===== src/hdl/sdmt_pkg.sv =====
package sdmt_pkg;

	// One table slot as it travels along the cell row.
	typedef struct packed {
		logic signed [40:0] diagonal;
		logic [39:0]        position;
		logic [14:0]        length;
		logic [14:0]        start;
	} entry_t;

	// Result kinds, carried on the master-side tuser.
	typedef enum logic [2:0] {
		ST_EXTENDED  = 3'd0,
		ST_CONTAINED = 3'd1,
		ST_APPENDED  = 3'd2,
		ST_DROPPED   = 3'd3,
		ST_CLEARED   = 3'd4,
		ST_DUMP      = 3'd5
	} status_t;

	// Command codes, carried on the slave-side tuser.
	localparam logic [1:0] CMD_INSERT = 2'd0;
	localparam logic [1:0] CMD_CLEAR  = 2'd1;
	localparam logic [1:0] CMD_DUMP   = 2'd2;

	localparam logic [6:0]  CAP_RESET = 7'd64;
	localparam logic [14:0] LEN_MAX   = 15'h7FFF;

endpackage


===== src/hdl/sdmt_cell.sv =====
// One slot of the rotating table: on each shift it takes the entry of its neighbor.
module sdmt_cell (
	input  logic             clk,
	input  logic             shift_en,
	input  sdmt_pkg::entry_t entry_in,
	output sdmt_pkg::entry_t entry_q
);

	always_ff @(posedge clk) begin
		if (shift_en) begin
			entry_q <= entry_in;
		end
	end

endmodule


===== src/hdl/seed_diagonal_merge_table_unit.sv =====
// Insert: the scan takes the cell ring through one full revolution, then the result
// is loaded into the output register; no new command is taken before that load.
// Dump: one beat per cycle while the sink takes them, then the ring spins to complete
// its revolution. Clear: the count is zeroed and the result goes out through S_EMIT.
// Reset (arst_n low, asynchronous) empties the table and sets capacity_limit to 64;
// slot contents are not cleared, since no slot at or above the count is ever read.
module seed_diagonal_merge_table_unit #(
	parameter int TABLE_DEPTH = 64
) (
	input  logic         clk,
	input  logic         arst_n,
	// Configuration: capacity_limit.
	input  logic         cfg_we,
	input  logic [6:0]   cfg_wdata,
	// Seed and command stream.
	input  logic         s_axis_tvalid,
	output logic         s_axis_tready,
	// tdata from bit 0 up: seed_start, seed_len, ref_position, diagonal, zero fill.
	input  logic [111:0] s_axis_tdata,
	// tuser: command.
	input  logic [1:0]   s_axis_tuser,
	// Result stream.
	output logic         m_axis_tvalid,
	input  logic         m_axis_tready,
	// tdata from bit 0 up: entry_index, entry_start, entry_length, entry_position,
	// entry_diagonal, entry_count, zero fill.
	output logic [127:0] m_axis_tdata,
	// tuser: status.
	output logic [2:0]   m_axis_tuser,
	// tlast: last_result.
	output logic         m_axis_tlast
);

	localparam int IW = (TABLE_DEPTH > 1) ? $clog2(TABLE_DEPTH) : 1;
	localparam int CW = $clog2(TABLE_DEPTH + 1);
	localparam logic [IW-1:0] STEP_LAST = IW'(TABLE_DEPTH - 1);

	// The controller walks the ring of cells. The entry in cell 0 is the slot whose
	// number equals the step counter; every shift moves each entry one cell toward
	// cell 0 and feeds the (possibly rewritten) head entry back into the far end.
	typedef enum logic [2:0] {
		S_IDLE,
		S_SCAN,
		S_EMIT,
		S_DUMP,
		S_SPIN
	} state_t;

	state_t                state_q;
	logic [IW-1:0]         step_q;
	logic [CW-1:0]         count_q;
	logic [6:0]            cap_q;
	logic                  found_q;
	sdmt_pkg::entry_t      seed_q;
	sdmt_pkg::status_t     res_status_q;
	logic [IW-1:0]         res_index_q;
	sdmt_pkg::entry_t      res_entry_q;

	logic                  out_valid_q;
	sdmt_pkg::status_t     out_status_q;
	logic [IW-1:0]         out_index_q;
	sdmt_pkg::entry_t      out_entry_q;
	logic [CW-1:0]         out_count_q;
	logic                  out_last_q;

	sdmt_pkg::entry_t      ring [TABLE_DEPTH];
	sdmt_pkg::entry_t      head;
	sdmt_pkg::entry_t      head_new;
	sdmt_pkg::entry_t      merged;
	sdmt_pkg::entry_t      in_entry;
	logic                  shift_en;
	logic                  out_free;
	logic                  out_load;
	logic                  in_fire;
	logic [CW-1:0]         limit;
	logic                  head_zero;
	logic [15:0]           e_end;
	logic [15:0]           s_end;
	logic [15:0]           new_len;
	logic                  grow;
	logic                  hit;
	logic                  app;
	logic                  dump_last;

	// The cell row.
	for (genvar k = 0; k < TABLE_DEPTH; k++) begin : g_cell
		if (k == TABLE_DEPTH - 1) begin : g_tail
			sdmt_cell u_cell (
				.clk      (clk),
				.shift_en (shift_en),
				.entry_in (head_new),
				.entry_q  (ring[k])
			);
		end else begin : g_body
			sdmt_cell u_cell (
				.clk      (clk),
				.shift_en (shift_en),
				.entry_in (ring[k+1]),
				.entry_q  (ring[k])
			);
		end
	end

	assign head = ring[0];

	assign in_entry.start    = s_axis_tdata[14:0];
	assign in_entry.length   = s_axis_tdata[29:15];
	assign in_entry.position = s_axis_tdata[69:30];
	assign in_entry.diagonal = s_axis_tdata[110:70];

	assign s_axis_tready = (state_q == S_IDLE);
	assign in_fire       = s_axis_tvalid && s_axis_tready;
	assign out_free      = !out_valid_q || m_axis_tready;
	// A new result beat enters the output register on this cycle.
	assign out_load      = out_free && ((state_q == S_EMIT) || (state_q == S_DUMP));

	// The limit in force never exceeds the table depth.
	assign limit = (cap_q > 7'(TABLE_DEPTH)) ? CW'(TABLE_DEPTH) : CW'(cap_q);

	// Match test on the slot that sits in cell 0. All-zero slots never match.
	always_comb begin
		head_zero = (head.start == '0) && (head.length == '0) && (head.position == '0);
		e_end     = {1'b0, head.start} + {1'b0, head.length};
		s_end     = {1'b0, seed_q.start} + {1'b0, seed_q.length};
		new_len   = s_end - {1'b0, head.start};
		grow      = s_end > e_end;
		hit       = (state_q == S_SCAN) && !found_q && (CW'(step_q) < count_q) &&
			!head_zero && (head.diagonal == seed_q.diagonal) &&
			(seed_q.start >= head.start) && ({1'b0, seed_q.start} <= e_end);
		app       = (state_q == S_SCAN) && !found_q && (CW'(step_q) == count_q) &&
			(count_q < limit);
		merged    = head;
		if (grow) begin
			merged.length = new_len[15] ? sdmt_pkg::LEN_MAX : new_len[14:0];
		end
		if (hit) begin
			head_new = merged;
		end else if (app) begin
			head_new = seed_q;
		end else begin
			head_new = head;
		end
		dump_last = (CW'(step_q) == CW'(count_q - CW'(1)));
	end

	// The ring turns every cycle of a scan or a spin, and once per beat while dumping.
	assign shift_en = (state_q == S_SCAN) || (state_q == S_SPIN) ||
		((state_q == S_DUMP) && out_free);

	always_ff @(posedge clk or negedge arst_n) begin
		if (!arst_n) begin
			state_q      <= S_IDLE;
			step_q       <= '0;
			count_q      <= '0;
			cap_q        <= sdmt_pkg::CAP_RESET;
			found_q      <= 1'b0;
			seed_q       <= '0;
			res_status_q <= sdmt_pkg::ST_DROPPED;
			res_index_q  <= '0;
			res_entry_q  <= '0;
			out_valid_q  <= 1'b0;
			out_status_q <= sdmt_pkg::ST_DROPPED;
			out_index_q  <= '0;
			out_entry_q  <= '0;
			out_count_q  <= '0;
			out_last_q   <= 1'b0;
		end else begin
			if (cfg_we) begin
				cap_q <= cfg_wdata;
			end
			if (out_load) begin
				out_valid_q <= 1'b1;
			end else if (m_axis_tready) begin
				out_valid_q <= 1'b0;
			end

			unique case (state_q)
				S_IDLE: begin
					if (in_fire) begin
						seed_q  <= in_entry;
						found_q <= 1'b0;
						step_q  <= '0;
						unique case (s_axis_tuser)
							sdmt_pkg::CMD_INSERT: begin
								state_q <= S_SCAN;
							end
							sdmt_pkg::CMD_CLEAR: begin
								count_q      <= '0;
								res_status_q <= sdmt_pkg::ST_CLEARED;
								res_index_q  <= '0;
								res_entry_q  <= '0;
								state_q      <= S_EMIT;
							end
							sdmt_pkg::CMD_DUMP: begin
								if (count_q != '0) begin
									state_q <= S_DUMP;
								end
							end
							default: begin
								state_q <= S_IDLE;
							end
						endcase
					end
				end
				S_SCAN: begin
					if (hit) begin
						found_q      <= 1'b1;
						res_status_q <= grow ? sdmt_pkg::ST_EXTENDED : sdmt_pkg::ST_CONTAINED;
						res_index_q  <= step_q;
						res_entry_q  <= merged;
					end else if (app) begin
						found_q      <= 1'b1;
						res_status_q <= sdmt_pkg::ST_APPENDED;
						res_index_q  <= step_q;
						res_entry_q  <= seed_q;
						count_q      <= count_q + CW'(1);
					end
					if (step_q == STEP_LAST) begin
						step_q  <= '0;
						state_q <= S_EMIT;
						if (!found_q && !hit && !app) begin
							res_status_q <= sdmt_pkg::ST_DROPPED;
							res_index_q  <= '0;
							res_entry_q  <= '0;
						end
					end else begin
						step_q <= step_q + IW'(1);
					end
				end
				S_EMIT: begin
					if (out_free) begin
						out_status_q <= res_status_q;
						out_index_q  <= res_index_q;
						out_entry_q  <= res_entry_q;
						out_count_q  <= count_q;
						out_last_q   <= 1'b1;
						state_q      <= S_IDLE;
					end
				end
				S_DUMP: begin
					if (out_free) begin
						out_status_q <= sdmt_pkg::ST_DUMP;
						out_index_q  <= step_q;
						out_entry_q  <= head;
						out_count_q  <= count_q;
						out_last_q   <= dump_last;
						if (step_q == STEP_LAST) begin
							step_q  <= '0;
							state_q <= S_IDLE;
						end else begin
							step_q <= step_q + IW'(1);
							if (dump_last) begin
								state_q <= S_SPIN;
							end
						end
					end
				end
				S_SPIN: begin
					if (step_q == STEP_LAST) begin
						step_q  <= '0;
						state_q <= S_IDLE;
					end else begin
						step_q <= step_q + IW'(1);
					end
				end
				default: begin
					state_q <= S_IDLE;
				end
			endcase
		end
	end

	assign m_axis_tvalid = out_valid_q;
	assign m_axis_tuser  = out_status_q;
	assign m_axis_tlast  = out_last_q;
	assign m_axis_tdata  = {4'b0, 7'(out_count_q), out_entry_q.diagonal,
		out_entry_q.position, out_entry_q.length, out_entry_q.start, 6'(out_index_q)};

endmodule


===== config.mk =====
export PLATFORM = sky130hd
export DESIGN_NAME = seed_diagonal_merge_table_unit
export DESIGN_NICKNAME = d
export VERILOG_FILES = /design/src/hdl/sdmt_pkg.sv /design/src/hdl/sdmt_cell.sv /design/src/hdl/seed_diagonal_merge_table_unit.sv
export SDC_FILE = /design/constraint.sdc
export NUM_CORES = 2
export LEC_CHECK = 0
export BUFFER_PORTS_ARGS = -buffer_cell sky130_fd_sc_hd__buf_2
export CORE_AREA = 2 2 919 555
export DETAILED_ROUTE_END_ITERATION = 10
export DIE_AREA = 0 0 921 557
export PLACE_DENSITY = 0.7
export SYNTH_ARGS = -nofsm -noshare
export SYNTH_HDL_FRONTEND = slang
export SYNTH_SLANG_ARGS = --single-unit

===== constraint.sdc =====
create_clock -name clk -period 797.1 [get_ports clk]
set_input_delay 79.71 -clock clk [delete_from_list [all_inputs] [get_ports clk]]
set_output_delay 79.71 -clock clk [all_outputs]
set_load 0.02 [all_outputs]

### After elaboration in Yosys (flattened, before gate mapping)

Index checks and enable logic that the tools add are counted.

* bits in registers: 7488
* input bits: 126
* output and inout port bits: 134
* logic and storage cells: 421

* add/subtract/negate cells: 6
* $lt $le $gt $ge: 6
* equality and inequality tests: 21
* multiplexer cells: 64
* reduce and logical (&&, ||, !) cells: 44

Operators with widths (count)
* $mux W111: 10
* $pmux W111 S2: 2
* $mux W6: 11
* $mux W3: 16
* $eq A41 B41 Y1: 1
* $logic_not A40 Y1: 1
* $mux W7: 5
* $add A15 B15 Y16: 2
* $logic_not A15 Y1: 2
* $mux W15: 2
* $pmux W6 S2: 2
* $pmux W6 S3: 1
* $gt A16 B16 Y1: 1
* $le A15 B16 Y1: 1
* $sub A16 B15 Y16: 1
* $ge A15 B15 Y1: 1
* $logic_and A1 B1 Y1: 15
* $pmux W3 S5: 1
* $eq A6 B7 Y1: 2
* $pmux W7 S2: 1
* $pmux W3 S2: 2
* $reduce_and A3 Y1: 4
* $pmux W3 S3: 1
* $mux W1: 8
* other kinds (28): 48

### Longest topological paths before layout

* depth after elaboration: 14
* mapped depth: 24
* mapped depth without buffers: 21

### By module

A second synthesis with hierarchy kept.

* cells, all modules: 9405
* area total of the unflattened synthesis: 236589.4 um^2

By module, submodules not included
* sdmt_cell: instances 64, cells an instance 111, area an instance 3333.2 um^2, sequential area each 3333.2 um^2
* seed_diagonal_merge_table_unit: instances 1, cells an instance 2301, area an instance 23264.8 um^2, sequential area each 9615.5 um^2

### Least setup slack after synthesis

No wires, ideal clock.

* path kind: input to register
* from: in s_axis_tvalid
* to: reg g_cell[0].g_body.u_cell.entry_q[0] in the netlist's numbering (enable)
* arrival: 373.840 ns
* slack: 408.385 ns
* cell stages on the path: 4
* path buffers: 0
* cells stage by stage: nor2_1 nor3_1 o21ai_1 nor2_1

RTL lines
* from (decl): RTL line seed_diagonal_merge_table_unit.sv:16 `input logic s_axis_tvalid,`
* to (signal assigned): RTL line sdmt_cell.sv:11 `entry_q <= entry_in;`
* to (decl): RTL line sdmt_cell.sv:6 `output sdmt_pkg::entry_t entry_q`

### Final worst setup path

* from: in m_axis_tready
* to: reg g_cell[53].g_body.u_cell.entry_q[103] in the netlist's numbering (enable)

* word-level cells in the longest chain between the ends: 3

Ends and longest elaborated chain
* from (decl): RTL line seed_diagonal_merge_table_unit.sv:24 `input logic m_axis_tready,`
* $logic_or A1 B1 Y1: RTL line seed_diagonal_merge_table_unit.sv:113 `assign out_free = !out_valid_q || m_axis_tready;`
* $logic_and A1 B1 Y1: RTL line seed_diagonal_merge_table_unit.sv:148 `((state_q == S_DUMP) && out_free);`
* $logic_or A1 B1 Y1: RTL line seed_diagonal_merge_table_unit.sv:147 `assign shift_en = (state_q == S_SCAN) || (state_q == S_SPIN) ||`
* via g_cell[0].g_body.u_cell.shift_en: RTL line sdmt_cell.sv:4 `input logic shift_en,`
* to (signal assigned): RTL line sdmt_cell.sv:11
* to (decl): RTL line sdmt_cell.sv:6

The timed path passes the listed nets, and every way through them passes these cells.
A chain may end at the register's enable or synchronous reset.

==> impl_metrics.json <==
{
  "fp.dieH_um": 557,
  "final_antenna_net_count": 0,
  "area_growth_pct": 12.8,
  "ys_seq_elements": 7488,
  "grt_use_total_pct": 14.0,
  "holdPathEnd": "g_cell[19].g_body.u_cell.entry_q[81]",
  "gp_congestion": 0.827,
  "cts_tree": "built",
  "grt_max_degree": 222,
  "first_global_vias": 87300,
  "cts_hold_buf": 0,
  "setup_viol": 0,
  "p_leak_nw": 86.8,
  "finalPower_mw": 0.989,
  "worstMarginPinSlew_ns": 1.37,
  "post_cts_buffers": 0,
  "whs_path_depth": 0,
  "use_met2_pct": 21.2,
  "rows": 203,
  "arrival_ns": 89.01,
  "met1_usage_pct": 20.7,
  "yosysUniqueCellTypes": 74,
  "clock.fmax_mhz": 11.3,
  "ys.flop_type": "edfxtp_1",
  "start_util_pct": 46.7,
  "wl_per_cell_um": 21.0,
  "final_cell_mix": "7104 x edfxtp_1, 621 x clkbuf_16, 533 x nand2_1, 379 x dfrtp_1, 254 x buf_2",
  "post_dp_cell_area_um2": 247000,
  "dp_hpwl_um": 193000,
  "first_pass_iters": 6,
  "netlist_instances": 9603,
  "synthArstFlopShare_pct": 5.13,
  "path_max_fanout": 183,
  "status": "finished clean",
  "drt_iter0_drc": 9757,
  "reg2reg_to": "g_cell[53].g_body.u_cell.entry_q[103]",
  "start_kind": "input pin",
  "core-area_um2": 506000,
  "postLayoutCoreUtil_pct": 52.7,
  "crit_required_ns": 797.79,
  "vias": 88400,
  "hp-class": "flip-flop to flip-flop",
  "post_cts_resized": 0,
  "fin_cells": 17700,
  "worstHoldStart": "g_cell[20].g_body.u_cell.entry_q[81]",
  "ff2ff_setup_slack_ns": 786.73,
  "place_inst": 16600,
  "gr-total-overflow": 0,
  "yosysWarnings": 0,
  "drc": 0,
  "top_level_ports": 260,
  "design_area_um2": 267000,
  "timing.slew.headroom_pct": 8.74,
  "clkSinkCount": 7488,
  "vias_per_cell": 4.98,
  "final_common_cell": "edfxtp_1",
  "dieArea_um2": 513000,
  "clk_pin_slew_ns": 0.07,
  "synth_edf_count": 7104,
  "drive_gt1_share_pct": 13.5,
  "synth_area_leader_cell": "edfxtp_1",
  "ir_drop_v": 0.00000312,
  "skew_ns": 0.0953,
  "cp-end-kind": "flip-flop",
  "fin_tns_setup_ns": 0,
  "clkLatencyLatePin_ns": 1.08,
  "finalCritPeriodShare_pct": 11.1,
  "grt_setup_unrepaired": "no",
  "clockBufferDepth": 4,
  "yosys.area.top_type_share_pct": 90.2,
  "synth_area_leaders": "edfxtp_1 90%, dfrtp_1 4.0%, mux2_2 1.0%, nand2_1 0.85%, ha_1 0.57%",
  "fin_nets": 10700,
  "r2r_cells": 13,
  "syn_avg_cell_area_um2": 24.6,
  "cts_root_buf": "clkbuf_16",
  "layout_min_cycle_time_ns": 88.31,
  "synth_area_um2": 236000,
  "antenna_found_initial": 23,
  "slew_violations": 0,
  "wl_um": 372000,
  "cts-buffers-inserted": 617,
  "pwr_density_cell_nw_per_um2": 3.71,
  "finalHoldViolCount": 0,
  "grt-busiest-layer": "met2",
  "critical_path_class": "input pin to flip-flop",
  "die_w_um": 921,
  "port-buffer-count": 254,
  "grtUsageMet3_pct": 2.78,
  "timing.rr.start": "m_axis_tvalid",
  "grt_pass1_wl_um": 549000,
  "ys_seq_area_share_pct": 94.3,
  "maxCapViolCount": 0,
  "htree_levels": 6
}
[final cells by class]
type                       instances  area (um^2)
antenna                           10         25.0
clock buffer                     773        16200
clock inverter                   356         3690
fill                           37100       239000
inverter                          51          196
multi-input combinational       1909        12700
sequential                      7488       223000
tap                             6765         8460
timing repair buffer             384         2390
[power by group]
group,leakage (nW),switching [mW],internal [mW]
Combinational,7.55,0.0901,0.0289
Clock,9.64,0.137,0.160
Sequential,69.6,0.0303,0.542
Total,86.8,0.258,0.731
[synthesized netlist by cell type, drive strengths merged (43+ instances only)]
cell,instances
o21ai,299
ha,107
dfrtp,379
inv,50
nand2,533
nor2,60
o22ai,119
edfxtp,7104
mux2i,112
mux2,210
a21oi,58
clkbuf,123
xnor2,46
nand4,43
[registers in the layout (all words and copies together) (netlist names), 6 cells and up]
name                          flops
cap_q                             7
count_q                           7
g_cell.g_body.u_cell.entry_q   6993
g_cell.g_tail.u_cell.entry_q    111
m_axis_tdata                    111
out_count_q                       7
out_index_q                       6
res_entry_q                     111
res_index_q                       6
seed_q                          111
step_q                            6
[cell families after synthesis]
logic type	synth area share, %
compound gates	1.49
other cells	0.00159
mux	1.47
flops	94.3
buf+inv	0.384
simple gates	1.45
xor+xnor	0.307
fa+ha+maj	0.596
[critical path, stage by stage]
cell,delay [ns]
buf_2,0.07
nor2b_1,0.04
buf_4,0.20
nand2_1,0.12
o21ai_1,0.27
nor2_4,0.82
buf_12,0.67
buf_4,0.85
buf_4,0.77
buf_4,0.81
buf_4,0.86
buf_4,0.96
buf_4,1.06
buf_4,1.08
[layer usage]
metal / vias to the layer above / part of all wire (%)
met1: 45800 / 46
met3: 622 / 5.2
met5: - / 0.0035
met2: 2183 / 46
met4: 2 / 2.9
li1: 39800 / -
[per-stage QoR]
step           hold slack [ns]  setup slack (ns)
3_3_place_gp             0.400            708.15
2_1_floorplan            0.400            408.39
3_5_place_dp             0.405            707.76
6_report                 0.366            708.79
5_1_grt                  0.385            708.08
4_1_cts                  0.371            708.99
[how the worst max path moves through the flow]
| stage | from | endpoint | slack [ns] | depth (start not counted) |
|---|---|---|---|---|
| CTS | m_axis_tready | g_cell[53].g_body.u_cell.entry_q[103] | 708.99 | 14 |
| finish | m_axis_tready | g_cell[53].g_body.u_cell.entry_q[103] | 708.79 | 14 |
| global route | m_axis_tready | g_cell[53].g_body.u_cell.entry_q[103] | 708.08 | 14 |
| detailed placement | m_axis_tready | g_cell[18].g_body.u_cell.entry_q[107] | 707.76 | 14 |
| floorplan | s_axis_tvalid | g_cell[0].g_body.u_cell.entry_q[0] | 408.39 | 4 |
| global placement | m_axis_tready | g_cell[18].g_body.u_cell.entry_q[107] | 708.15 | 14 |
(Power assumes the default switching activity.)
